### src/rtl/jse_pkg.sv
// Package for the JSON string escaper: item structs, queue entry, constants.
// Shared by the front, queue, back and top-level modules; depends on nothing.
package jse_pkg;

    localparam int MAX_STRING_LEN = 4096;
    localparam int LEN_W = 15;
    localparam int LEN_CAP_RAW = 6 * MAX_STRING_LEN;
    localparam int LEN_CAP = (LEN_CAP_RAW > 32767) ? 32767 : LEN_CAP_RAW;

    localparam int QDEPTH = 4;
    localparam int QAW = $clog2(QDEPTH);
    localparam int QCW = $clog2(QDEPTH + 1);

    localparam logic [7:0] CTRL_LIMIT = 8'h20;
    localparam logic [7:0] CH_QUOTE = 8'h22;
    localparam logic [7:0] CH_SLASH = 8'h2F;
    localparam logic [7:0] CH_BSLASH = 8'h5C;
    localparam logic [7:0] CH_BS = 8'h08;
    localparam logic [7:0] CH_FF = 8'h0C;
    localparam logic [7:0] CH_NL = 8'h0A;
    localparam logic [7:0] CH_CR = 8'h0D;
    localparam logic [7:0] CH_TAB = 8'h09;
    localparam logic [7:0] CH_ZERO = 8'h30;
    localparam logic [7:0] CH_LOW_A = 8'h61;
    localparam logic [7:0] CH_LOW_B = 8'h62;
    localparam logic [7:0] CH_LOW_F = 8'h66;
    localparam logic [7:0] CH_LOW_N = 8'h6E;
    localparam logic [7:0] CH_LOW_R = 8'h72;
    localparam logic [7:0] CH_LOW_T = 8'h74;
    localparam logic [7:0] CH_LOW_U = 8'h75;

    localparam int IDX_W = 3;
    localparam logic [IDX_W-1:0] IDX_FIRST = 3'd0;
    localparam logic [IDX_W-1:0] IDX_SHORT_LAST = 3'd1;
    localparam logic [IDX_W-1:0] IDX_U = 3'd1;
    localparam logic [IDX_W-1:0] IDX_ZERO_HI = 3'd2;
    localparam logic [IDX_W-1:0] IDX_ZERO_LO = 3'd3;
    localparam logic [IDX_W-1:0] IDX_HEX_HI = 3'd4;
    localparam logic [IDX_W-1:0] IDX_UNI_LAST = 3'd5;

    typedef enum logic [1:0] {
        KIND_PASS,
        KIND_SHORT,
        KIND_UNI
    } t_kind;

    typedef struct packed {
        logic [7:0] raw_byte;
        logic       end_of_string;
    } t_in_item;

    typedef struct packed {
        logic [7:0]       out_char;
        logic             run_last;
        logic             string_done;
        logic [LEN_W-1:0] escaped_length;
    } t_out_item;

    typedef struct packed {
        logic [7:0] data;
        t_kind      kind;
        logic       eos;
    } t_entry;

    function automatic logic [7:0] hex_digit(input logic [3:0] nib);
        logic [7:0] r;
        if (nib < 4'd10) begin
            r = CH_ZERO + {4'd0, nib};
        end else begin
            r = CH_LOW_A + {4'd0, nib} - 8'd10;
        end
        return r;
    endfunction

endpackage

### src/rtl/jse_front.sv
// Front end: classifies each raw byte into a queue entry (pass, two-byte or six-byte escape).
// Depends on jse_pkg.
module jse_front (
    input  jse_pkg::t_in_item i_item,
    output jse_pkg::t_entry   o_entry
);
    import jse_pkg::*;

    logic [7:0] letter;
    logic       is_short;

    always_comb begin
        is_short = 1'b1;
        letter = i_item.raw_byte;
        unique case (i_item.raw_byte)
            CH_QUOTE:  letter = CH_QUOTE;
            CH_SLASH:  letter = CH_SLASH;
            CH_BSLASH: letter = CH_BSLASH;
            CH_BS:     letter = CH_LOW_B;
            CH_FF:     letter = CH_LOW_F;
            CH_NL:     letter = CH_LOW_N;
            CH_CR:     letter = CH_LOW_R;
            CH_TAB:    letter = CH_LOW_T;
            default:   is_short = 1'b0;
        endcase

        o_entry.eos = i_item.end_of_string;
        if (is_short) begin
            o_entry.kind = KIND_SHORT;
            o_entry.data = letter;
        end else if (i_item.raw_byte < CTRL_LIMIT) begin
            o_entry.kind = KIND_UNI;
            o_entry.data = i_item.raw_byte;
        end else begin
            o_entry.kind = KIND_PASS;
            o_entry.data = i_item.raw_byte;
        end
    end

endmodule

### src/rtl/jse_queue.sv
// Short queue of classified entries between the front and back parts.
// Depends on jse_pkg.
module jse_queue (
    input  logic             i_clk,
    input  logic             i_rst_n,
    input  logic             i_push,
    input  jse_pkg::t_entry  i_entry,
    output logic             o_full,
    input  logic             i_pop,
    output logic             o_valid,
    output jse_pkg::t_entry  o_entry
);
    import jse_pkg::*;

    t_entry           r_mem [QDEPTH];
    logic [QAW-1:0]   r_wr_ptr;
    logic [QAW-1:0]   r_rd_ptr;
    logic [QCW-1:0]   r_count;
    logic             do_push;
    logic             do_pop;

    assign o_full  = (r_count == QCW'(QDEPTH));
    assign o_valid = (r_count != '0);
    assign o_entry = r_mem[r_rd_ptr];
    assign do_push = i_push && !o_full;
    assign do_pop  = i_pop && o_valid;

    always_ff @(posedge i_clk) begin
        if (do_push) begin
            r_mem[r_wr_ptr] <= i_entry;
        end
    end

    always_ff @(posedge i_clk) begin
        if (!i_rst_n) begin
            r_wr_ptr <= '0;
            r_rd_ptr <= '0;
            r_count  <= '0;
        end else begin
            if (do_push) begin
                r_wr_ptr <= r_wr_ptr + 1'b1;
            end
            if (do_pop) begin
                r_rd_ptr <= r_rd_ptr + 1'b1;
            end
            if (do_push && !do_pop) begin
                r_count <= r_count + 1'b1;
            end else if (do_pop && !do_push) begin
                r_count <= r_count - 1'b1;
            end
        end
    end

    a_count_bound: assert property (@(posedge i_clk) disable iff (!i_rst_n)
        r_count <= QCW'(QDEPTH))
        else $error("queue count beyond depth");
    a_ptr_gap: assert property (@(posedge i_clk) disable iff (!i_rst_n)
        QAW'(r_wr_ptr - r_rd_ptr) == QAW'(r_count))
        else $error("queue pointers disagree with count");
    a_pop_empty: assert property (@(posedge i_clk) disable iff (!i_rst_n)
        (r_count == '0) |-> !do_pop)
        else $error("pop from empty queue");

endmodule

### src/rtl/jse_back.sv
// Back end: expands each queued entry into its escaped bytes and keeps the running length.
// Depends on jse_pkg; drives the registered output item.
module jse_back (
    input  logic               i_clk,
    input  logic               i_rst_n,
    input  logic               i_q_valid,
    input  jse_pkg::t_entry    i_q_entry,
    output logic               o_q_pop,
    output logic               o_out_valid,
    input  logic               i_out_ready,
    output jse_pkg::t_out_item o_out_data
);
    import jse_pkg::*;

    logic [IDX_W-1:0] r_idx;
    logic [IDX_W-1:0] n_idx;
    logic [LEN_W-1:0] r_len;
    logic [LEN_W-1:0] n_len;
    logic [LEN_W-1:0] len_inc;
    logic             r_out_valid;
    t_out_item        r_out;
    t_out_item        n_out;
    logic             step;
    logic             last;
    logic [7:0]       ch;

    assign step = i_q_valid && (!r_out_valid || i_out_ready);
    assign o_q_pop = step && last;
    assign o_out_valid = r_out_valid;
    assign o_out_data = r_out;

    always_comb begin
        unique case (i_q_entry.kind)
            KIND_PASS:  last = 1'b1;
            KIND_SHORT: last = (r_idx == IDX_SHORT_LAST);
            KIND_UNI:   last = (r_idx == IDX_UNI_LAST);
            default:    last = 1'b1;
        endcase

        ch = CH_BSLASH;
        unique case (i_q_entry.kind)
            KIND_PASS: ch = i_q_entry.data;
            KIND_SHORT: begin
                ch = (r_idx == IDX_FIRST) ? CH_BSLASH : i_q_entry.data;
            end
            KIND_UNI: begin
                unique case (r_idx)
                    IDX_FIRST:    ch = CH_BSLASH;
                    IDX_U:        ch = CH_LOW_U;
                    IDX_ZERO_HI:  ch = CH_ZERO;
                    IDX_ZERO_LO:  ch = CH_ZERO;
                    IDX_HEX_HI:   ch = hex_digit(i_q_entry.data[7:4]);
                    IDX_UNI_LAST: ch = hex_digit(i_q_entry.data[3:0]);
                    default:      ch = CH_BSLASH;
                endcase
            end
            default: ch = i_q_entry.data;
        endcase

        len_inc = (r_len < LEN_W'(LEN_CAP)) ? r_len + 1'b1 : r_len;

        n_out.out_char       = ch;
        n_out.run_last       = last;
        n_out.string_done    = last && i_q_entry.eos;
        n_out.escaped_length = len_inc;

        n_idx = r_idx;
        n_len = r_len;
        if (step) begin
            n_idx = last ? IDX_FIRST : r_idx + 1'b1;
            n_len = (last && i_q_entry.eos) ? '0 : len_inc;
        end
    end

    always_ff @(posedge i_clk) begin
        if (step) begin
            r_out <= n_out;
        end
    end

    always_ff @(posedge i_clk) begin
        if (!i_rst_n) begin
            r_idx       <= IDX_FIRST;
            r_len       <= '0;
            r_out_valid <= 1'b0;
        end else begin
            r_idx <= n_idx;
            r_len <= n_len;
            if (step) begin
                r_out_valid <= 1'b1;
            end else if (i_out_ready) begin
                r_out_valid <= 1'b0;
            end
        end
    end

    a_idx_range: assert property (@(posedge i_clk) disable iff (!i_rst_n)
        r_idx <= IDX_UNI_LAST)
        else $error("byte index out of range");
    a_done_last: assert property (@(posedge i_clk) disable iff (!i_rst_n)
        r_out_valid |-> (!r_out.string_done || r_out.run_last))
        else $error("string end flagged on a byte that is not the last of its item");
    a_len_cap: assert property (@(posedge i_clk) disable iff (!i_rst_n)
        r_out_valid |-> (r_out.escaped_length != '0
                         && r_out.escaped_length <= LEN_W'(LEN_CAP)))
        else $error("escaped length out of range");
    a_idx_clear: assert property (@(posedge i_clk) disable iff (!i_rst_n)
        o_q_pop |=> (r_idx == IDX_FIRST))
        else $error("byte index not cleared after an item completes");

endmodule

### src/rtl/json_string_escaper_unit.sv
// Top level of the JSON string escaper: front classifier, entry queue and back expander.
// Depends on jse_pkg, jse_front, jse_queue and jse_back.
//
//  Channel  Direction  Handshake                  Payload
//  in       input      i_in_valid / o_in_ready    i_in_data  (raw_byte, end_of_string)
//  out      output     o_out_valid / i_out_ready  o_out_data (out_char, run_last,
//                                                  string_done, escaped_length)
//
// The back part emits one escaped byte per cycle unless the output stalls.
// Input items enter one per cycle until the four-entry queue fills.
// An item gives 1, 2 or 6 bytes; it is held in the queue, then in the output register.
// Reset is synchronous and clears the queue, the byte index and the length count.
// A stall on the output holds the output register; the queue keeps taking items.
module json_string_escaper_unit (
    input  logic               i_clk,
    input  logic               i_rst_n,
    input  logic               i_in_valid,
    output logic               o_in_ready,
    input  jse_pkg::t_in_item  i_in_data,
    output logic               o_out_valid,
    input  logic               i_out_ready,
    output jse_pkg::t_out_item o_out_data
);
    import jse_pkg::*;

    t_entry front_entry;
    t_entry q_entry;
    logic   q_full;
    logic   q_valid;
    logic   q_pop;

    assign o_in_ready = !q_full;

    jse_front u_front (
        .i_item  (i_in_data),
        .o_entry (front_entry)
    );

    jse_queue u_queue (
        .i_clk   (i_clk),
        .i_rst_n (i_rst_n),
        .i_push  (i_in_valid),
        .i_entry (front_entry),
        .o_full  (q_full),
        .i_pop   (q_pop),
        .o_valid (q_valid),
        .o_entry (q_entry)
    );

    jse_back u_back (
        .i_clk       (i_clk),
        .i_rst_n     (i_rst_n),
        .i_q_valid   (q_valid),
        .i_q_entry   (q_entry),
        .o_q_pop     (q_pop),
        .o_out_valid (o_out_valid),
        .i_out_ready (i_out_ready),
        .o_out_data  (o_out_data)
    );

endmodule

### config.mk
export PLATFORM = sky130hd
export DESIGN_NAME = json_string_escaper_unit
export DESIGN_NICKNAME = d
export VERILOG_FILES = /design/src/rtl/jse_pkg.sv /design/src/rtl/jse_front.sv /design/src/rtl/jse_queue.sv /design/src/rtl/jse_back.sv /design/src/rtl/json_string_escaper_unit.sv
export SDC_FILE = /design/constraint.sdc
export NUM_CORES = 1
export LEC_CHECK = 0
export BUFFER_PORTS_ARGS = -buffer_cell sky130_fd_sc_hd__clkbuf_2
export CORE_MARGIN = 2
export CORE_UTILIZATION = 60
export CTS_BUF_LIST = sky130_fd_sc_hd__clkbuf_8
export DETAILED_ROUTE_END_ITERATION = 12
export PLACE_DENSITY = 0.86
export SYNTH_ARGS = -nofsm -noshare
export SYNTH_HDL_FRONTEND = slang
export SYNTH_HIERARCHICAL = 1
export SYNTH_SLANG_ARGS = --single-unit
export TNS_END_PERCENT = 1
### constraint.sdc
create_clock -name i_clk -period 3.6 [get_ports i_clk]
set_input_delay 0.18 -clock i_clk [delete_from_list [all_inputs] [get_ports i_clk]]
set_output_delay 0.18 -clock i_clk [all_outputs]
set_load 0.005 [all_outputs]
* After elaboration in Yosys (flattened, before gate mapping)
Memories as Yosys holds them, arrays and structs flattened. A register that Yosys moved wholly into a read port is not among the register bits.
Index checks and enable logic that the tools add are counted.
** Storage, ports and cells
- Flip-flop bits (word level) :: 51
- Bits in read-only memories :: 0
- Bits in latches :: 0
- Memory bits (writable) :: 44
- Bits of input ports :: 13
- Memories :: 1
** Operators by class
- Shift-type cells :: 0
- Eq/ne operators :: 16
- Div/mod/pow operators :: 0
- Mux-type cells :: 21
- Bitwise logic cells :: 0
- Reduce and logical (&&, ||, !) cells :: 18
- Magnitude comparators :: 4
- $mul :: 0
- Add/sub/neg operators :: 12
** Memories
- u_queue.r_mem :: words 4, bits a word 11, rd ports 1, clocked after Yosys merged registers in 1, wr ports 1, RTL line jse_queue.sv:15 : t_entry r_mem [QDEPTH];
** Operators by type and width (count)
- $pmux W8 S8 :: 1
- $eq A8 B4 Y1 const B :: 5
- $pmux W8 S4 :: 1
- $mux W15 :: 2
- $mux W8 :: 3
- $add A7 B4 Y8 const A :: 2
- $eq A8 B6 Y1 const B :: 2
- $pmux W8 S2 :: 1
- $sub A8 B4 Y8 const B :: 2
- $add A15 B1 Y15 const B :: 1
- $lt A15 B15 Y1 const B :: 1
- $add A6 B4 Y7 const A :: 2
- $mux W10 :: 1
- $eq A3 B3 Y1 const B :: 3
- $mux W3 :: 3
- $eq A8 B7 Y1 const B :: 1
- $lt A4 B4 Y1 const B :: 2
- $lt A8 B6 Y1 const B :: 1
- $reduce_or A8 Y1 :: 1
- $logic_and A1 B1 Y1 :: 7
- $add A3 B1 Y3 const B :: 2
- $eq A3 B2 Y1 const B :: 2
- $mux W2 :: 3
- $mux W1 :: 5
- other kinds (12) :: 17

* Longest topological paths before layout
Gate-level depths: netlist (run 1).
- Word-level depth :: 8
- Mapped depth :: 14

* Modules after synthesis
The synthesis (run 1) kept the hierarchy.
** Modules (own cells, without submodules)
- jse_back :: area each 2438.6 sq um, instances 1, sequential area each 1131.1 sq um, cells each 252
- jse_queue :: area each 2072.0 sq um, instances 1, sequential area each 1501.4 sq um, cells each 105
- jse_front :: area each 281.5 sq um, instances 1, sequential area each 0.0 sq um, cells each 45
- json_string_escaper_unit :: area each 3.8 sq um, instances 1, sequential area each 0.0 sq um, cells each 1

* Worst setup path after synthesis (run 1)
OpenSTA, ideal clock, no wires.
- Kind :: flip-flop to flip-flop
- Start point :: register (tool-made name)
- End point :: register u_queue.r_count[2]
- Arrival time :: 3.197 ns
- Path slack :: 0.333 ns
- Setup time :: 0.070 ns
- Period minus slack after synthesis :: 3.267 ns
- Cell stages (with the launch flop) :: 14
- Path through :: dfxtp_1 buf_4 mux4_2 ha_1 mux2_2 a21oi_1 nor2_1 o31ai_2 ha_1 inv_1 fa_1 xor2_1 or3_1 a21boi_1
** RTL lines
- end signal: assignment :: RTL line jse_queue.sv:47 : r_count <= r_count + 1'b1;
- end signal: assignment :: RTL line jse_queue.sv:49 : r_count <= r_count - 1'b1;
- end: declaration :: RTL line jse_queue.sv:18 : logic [QCW-1:0] r_count;

==> results.tsv, run 1 <==
metric	value	unit
status	complete, no violations	
critical path depth	12	
Placer Congestion	0.956	
Critical-path top delay cell	mux4_2	
worst slew pin tran	0.789	ns
hold-critical path depth	1	
P_leak	0.00198	uW
Synth Area per Inst	11.9	sq um
Rows	32	
DRT Pass-1 Iters	5	
total congestion overflow	0	
FF+latch count, synth	97	
RSZ-0062 raised after global routing	false	
Seq/Total Area, Yosys	0.549	
fill count	575	
DIE WIDTH	93.4	um
Clk pwr share	0.226	
critical-path maximum fanout	7	
simple-gate share of the synthesized area	0.155	
CP endpoint kind	flop	
fin crit share	0.930	
crit-path cells	mux4_2 > ha_1 > mux2_2 > a21oi_1 > nor2_1 > o31ai_2 > ha_1 > inv_1 > fa_1 > xor2_1 > or3_1 > a21boi_1	
sw power	1110	uW
FFs w/ async S/R, synth	0	
post-synth top area share	0.432	
GRT Total Usage	0.217	
die area	8720	sq um
core area	7730	sq um
routed via count	3245	
largest net degree at the start of global routing	35	
syn_nets	432	
H-tree depth	3	
Num CTS Buffers	9	
Top FF cell, synth	edfxtp_1	
CTS Sinks	97	
Setup CP Type	reg2reg	
Syn Std Cell Area	4800	sq um
number of global-route vias before repair	3168	
register area	2630	sq um
wire per inst	15.8	um
Yosys top cell by area	edfxtp_1	
Ports	40	
cts hold-fix bufs	0	
adder-cell share of the synthesized area	0.0433	
Placed Instances	532	
wire length of the first global-routing pass	14.7	mm
Via density	5.92	
max_slew headroom	0.460	
cells after synthesis	403	
Fmax	299	MHz
WP buf/inv	1	
Post-DP HPWL	6.03	mm
drt total wl	8.65	mm
max-slew violations	0	
setup TNS	0	ns
cell repeated most along the worst path	ha_1	
skew final	0.00900	ns
clock period minus worst slack	3.35	ns
setup violators final	0	
# DRC	0	
Synth Area in XOR/XNOR	0.0329	
initial DRC count	222	
Post-synth EDFFs	69	
largest family of logic cells by synthesized area	simple AND/OR/NAND/NOR gates	
Ys Warns	6	
area fraction in compound gates after synthesis	0.117	
Post-Layout Cell Count	548	
CTS clk-pin slew, worst paths	0.09	ns
Worst Path Required	3.90	ns
Initial Util	0.621	
Post-CTS Setup Bufs	0	
antenna violations before repair	0	
Comb pwr share	0.308	
die span in y	93.4	um
Synth area leaders	edfxtp_1, dfxtp_1, mux4_2	
CP arrival	3.65	ns
Final Hold Vio Count	0	
share of cells above drive strength 1	0.202	
Area Growth Syn to Fin	10.2	%
Synth cell types	63	
switching share of power	0.323	
CTS tree	yes	
area occupied by multi-input gates	1980	sq um
Port Buf Inserts	39	
Seq pwr share	0.466	
maxcap violations	0	
Worst-Skew Late Latency	0.37	ns
ant diodes	0	
VDD IR max	0.000331	V
Root Driver	clkbuf_8	
reg2reg path depth	12	
pwr dens	648	nW/um^2
Internal	2320	uW
Startpoint Class	flop	
min-delay worst type	in2reg	
Max Root-Sink Buffers	2	
Routed Antenna Nets	0	
top cell family by delay on the critical path	adder cells	
mux cell area share after synthesis	0.0650	
slowest cell delay on critical path	0.53	ns
final net count	470	
post-CTS sizing	0	
==> state kept, by name (all words and copies together) (netlist names), named ones only <==
signal,count
u_back/o_out_valid,1
u_queue/r_count,3
u_back/r_idx,3
u_queue/r_mem,44
u_back/o_out_data,25
u_back/r_len,15
u_queue/r_rd_ptr,2
u_queue/r_wr_ptr,2
==> routing by layer <==
| metal | vias up | GRT usage | share of wire |
|---|---|---|---|
| met3 | 12 | 0.0419 | 0.049 |
| li1 | 1571 | - | - |
| met2 | 102 | 0.365 | 0.49 |
| met5 | - | 0 | 0 |
| met1 | 1560 | 0.277 | 0.44 |
| met4 | 0 | 0.0858 | 0.019 |
==> final timing paths <==
path              slack, ns            start             endpoint
hold / removal         0.06     i_in_data[0]  u_queue/r_mem[0][0]
hold reg to reg        0.51  u_back/r_idx[1]      u_back/r_idx[1]
setup reg to reg       0.25             flop   u_queue/r_count[2]
setup / recovery       0.25             flop   u_queue/r_count[2]
==> worst reg2reg max path: stages (launching register included) <==
cell,delay [ns]
dfxtp_2,0.42
mux4_2,0.53
ha_1,0.29
mux2_2,0.31
a21oi_1,0.25
nor2_1,0.11
o31ai_2,0.09
ha_1,0.24
inv_1,0.06
fa_1,0.37
xor2_1,0.16
or3_1,0.32
a21boi_1,0.14
==> through the flow <==
step,cell area [sq um],hold WS (ns),total power (uW),util,worst slack (ns)
floorplan,4800,0.332,2300,-,0.333
global placement,5060,0.402,2630,0.655,0.273
detailed placement,5060,0.418,2680,0.655,0.137
CTS,5290,0.0438,3440,0.684,0.113
global route,5290,0.0496,3630,0.684,0.00732
finish,5290,0.0582,3430,0.684,0.252
==> placed cells by master, fill, tap and decap left out, drive strengths merged, types with 3 or more instances in the layout <==
| master | count |
|---|---|
| edfxtp | 69 |
| clkbuf | 48 |
| nand2 | 33 |
| dfxtp | 28 |
| o21ai | 27 |
| inv | 20 |
| nor2 | 18 |
| a21oi | 16 |
| and2 | 15 |
| ha | 15 |
| nor2b | 12 |
| a21boi | 12 |
| mux4 | 11 |
| xnor2 | 10 |
| xor2 | 8 |
| nor3 | 8 |
| nand3b | 7 |
| nand3 | 7 |
| buf | 7 |
| nand4 | 7 |
| nand4b | 5 |
| nand2b | 4 |
| a31o | 4 |
| and3 | 4 |
| a22oi | 3 |
| mux2 | 3 |
| o211ai | 3 |
| or4 | 3 |
| mux2i | 3 |
| clkinv | 3 |
| o311ai | 3 |
==> power groups by stage <==
stage | Sequential, uW | Combinational, uW | Clock, uW
CTS | 1600 | 1060 | 786
finish | 1600 | 1060 | 773
global placement | 1610 | 1020 | 0
global route | 1620 | 1180 | 826
floorplan | 1630 | 669 | 0
detailed placement | 1620 | 1050 | 0
==> area by class of cell <==
| class | count | share of cell area |
|---|---|---|
| flip-flops and latches | 97 | 0.498 |
| multi-input cells | 267 | 0.375 |
| repair buffers | 46 | 0.0469 |
| well taps | 102 | 0.0241 |
| clock buffers | 9 | 0.0234 |
| clock inverters | 7 | 0.0182 |
| inverters | 20 | 0.0142 |
==> synth_stat cells (all sizes together), types with 4 or more instances <==
library cell / n
and3: 4
mux4: 11
edfxtp: 69
dfxtp: 28
nand3: 7
nor2b: 12
nor3: 8
a21boi: 12
inv: 19
buf: 11
ha: 15
and2: 15
nand2b: 4
nand3b: 7
nand4b: 5
clkbuf: 8
nand2: 33
xor2: 8
xnor2: 10
a21oi: 16
a31o: 4
o21ai: 27
nor2: 18
nand4: 7
==> cells by family (layout without fill, tap and decap cells) <==
group,Yosys count,in the layout
simple gates,131,131
flops,97,97
compound gates,85,85
buf+inv,39,82
xor+xnor,18,18
mux,17,17
fa+ha+maj,16,16
Power figures use the tool's default switching activity.
==> run 2, diff against run 1 <==
clock period = 4.2 ns   (was 3.6 ns; I/O delays follow)
==> run 2 against run 1 <==
Critical path depth unchanged. Total power shrank 15%. Sequential share of layout area is 0.37 points higher. Die area stayed put. Worst hold slack improved by 0.022 ns. Clock skew grew 0.0032 ns. Combinational power down 16%. Utilization down 0.53 points. Critical path type unchanged. Largest cell class unchanged.
==> results.tsv, run 2 (synthesis gave the netlist of run 1 again) <==
metric	value	unit	change
share of cells above drive strength 1	0.190		was 0.202
largest net degree at the start of global routing	35		unchanged
die area	8720	sq um	unchanged
Post-DP HPWL	6.34	mm	was 6.03 mm
Final Hold Vio Count	0		unchanged
DRT Pass-1 Iters	5		unchanged
Initial Util	0.621		unchanged
Fmax	284	MHz	was 299 MHz
wire per inst	16.7	um	was 15.8 um
core area	7730	sq um	unchanged
number of global-route vias before repair	3182		was 3168
CTS Sinks	97		unchanged
Setup CP Type	reg2reg		unchanged
GRT Total Usage	0.218		was 0.217
max_slew headroom	0.304		was 0.460
RSZ-0062 raised after global routing	false		unchanged
pwr dens	555	nW/um^2	was 648 nW/um^2
skew final	0.0122	ns	was 0.00900 ns
DIE WIDTH	93.4	um	unchanged
drt total wl	9.09	mm	was 8.65 mm
most frequent cells in the layout	edfxtp_1, clkbuf_2, nand2_1, dfxtp_1, o21ai_0		was edfxtp_1, clkbuf_2, nand2_1, o21ai_0, dfxtp_1
Max Root-Sink Buffers	2		unchanged
max-slew violations	0		unchanged
Root Driver	clkbuf_8		unchanged
CP arrival	3.82	ns	was 3.65 ns
P_leak	0.00195	uW	was 0.00198 uW
post-CTS sizing	0		unchanged
max reg flops	44		unchanged
H-tree depth	3		unchanged
Top reg by flops	u_queue/r_mem		unchanged
commonest non-fill, non-tap cell in the layout	edfxtp_1		unchanged
antenna violations before repair	0		unchanged
VDD IR max	0.000265	V	was 0.000331 V
Ports	40		unchanged
Placed Instances	527		was 532
cts hold-fix bufs	0		unchanged
min-delay worst type	in2reg		unchanged
Post-Layout Cell Count	543		was 548
status	complete, no violations		unchanged
maxcap violations	0		unchanged
die span in y	93.4	um	unchanged
Worst-Skew Late Latency	0.37	ns	about the same
final instance area	5250	sq um	was 5290 sq um
Port Buf Inserts	39		unchanged
Placer Congestion	0.911		was 0.956
wire length of the first global-routing pass	14.8	mm	was 14.7 mm
Post-CTS Setup Bufs	0		unchanged
Startpoint Class	flop		unchanged
setup TNS	0	ns	unchanged
# DRC	0		unchanged
DP Area	5030	sq um	was 5060 sq um
CP endpoint kind	flop		unchanged
Via density	6.07		was 5.92
CTS tree	yes		unchanged
Worst Path Required	4.50	ns	was 3.90 ns
setup violators final	0		unchanged
CTS clk-pin slew, worst paths	0.09	ns	about the same
initial DRC count	272		was 222
Rows	32		unchanged
ant diodes	0		unchanged
Routed Antenna Nets	0		unchanged
final net count	465		was 470
Area Growth Syn to Fin	9.37	%	was 10.2%
critical-path maximum fanout	7		unchanged
fin crit share	0.838		was 0.930
Num CTS Buffers	9		unchanged
worst slew pin tran	1.02	ns	was 0.789 ns
total congestion overflow	0		unchanged
routed via count	3298		was 3245
clock period minus worst slack	3.52	ns	was 3.35 ns
run 2: changes by cell type in the layout (fill, tap and decap cells not counted):
cell and delta:
clkinv_4 -1, clkinvlp_2 +1, dfxtp_2 -1, clkinvlp_4 -1, buf_4 -5, inv_6 +1, dfxtp_1 +1
run 2: critical path, stage by stage (launching register included):
cell	delay, ns
dfxtp_1	0.53
mux4_2	0.57
ha_1	0.29
mux2_2	0.31
a21oi_1	0.23
nor2_1	0.10
o31ai_2	0.12
ha_1	0.24
inv_1	0.07
fa_1	0.37
xor2_1	0.17
or3_1	0.32
a21boi_1	0.14
run 2: cell type report:
| class | count | area (sq um) |
|---|---|---|
| flip-flops and latches | 97 | 2630 |
| fillers | 577 | 2480 |
| multi-input cells | 267 | 1980 |
| repair buffers | 41 | 210 |
| well taps | 102 | 128 |
| clock buffers | 9 | 124 |
| clock inverters | 7 | 93.8 |
| inverters | 20 | 75.1 |
run 2: metrics by stage:
stage	setup slack, ns	utilization	hold WS, ns	total power, uW
floorplan	0.933	-	0.362	1970
global placement	0.772	0.651	0.435	2230
detailed placement	0.686	0.651	0.454	2280
CTS	0.660	0.679	0.0705	2930
global route	0.412	0.679	0.0709	3080
finish	0.681	0.679	0.0798	2910
run 2: final timing paths:
path,startpoint,end,slack (ns),depth (start not counted)
worst max register to register,flop,u_queue/r_count[2],0.68,12
worst min register to register,u_queue/r_wr_ptr[1],u_queue/r_wr_ptr[1],0.50,2
worst max-delay path,flop,u_queue/r_count[2],0.68,12
worst min-delay path,i_in_data[0],u_queue/r_mem[2][0],0.08,1
run 2: report_power, final:
part,internal (uW),switching (uW)
clock network,335,317
registers,1290,88.9
logic,344,542
run 2: metal layers:
| layer | global-route usage | up-vias | routed length, um |
|---|---|---|---|
| li1 | - | 1560 | - |
| met1 | 0.270 | 1579 | 3660 |
| met2 | 0.376 | 134 | 4660 |
| met3 | 0.0435 | 25 | 542 |
| met4 | 0.0821 | 0 | 222 |
| met5 | 0 | - | 0 |
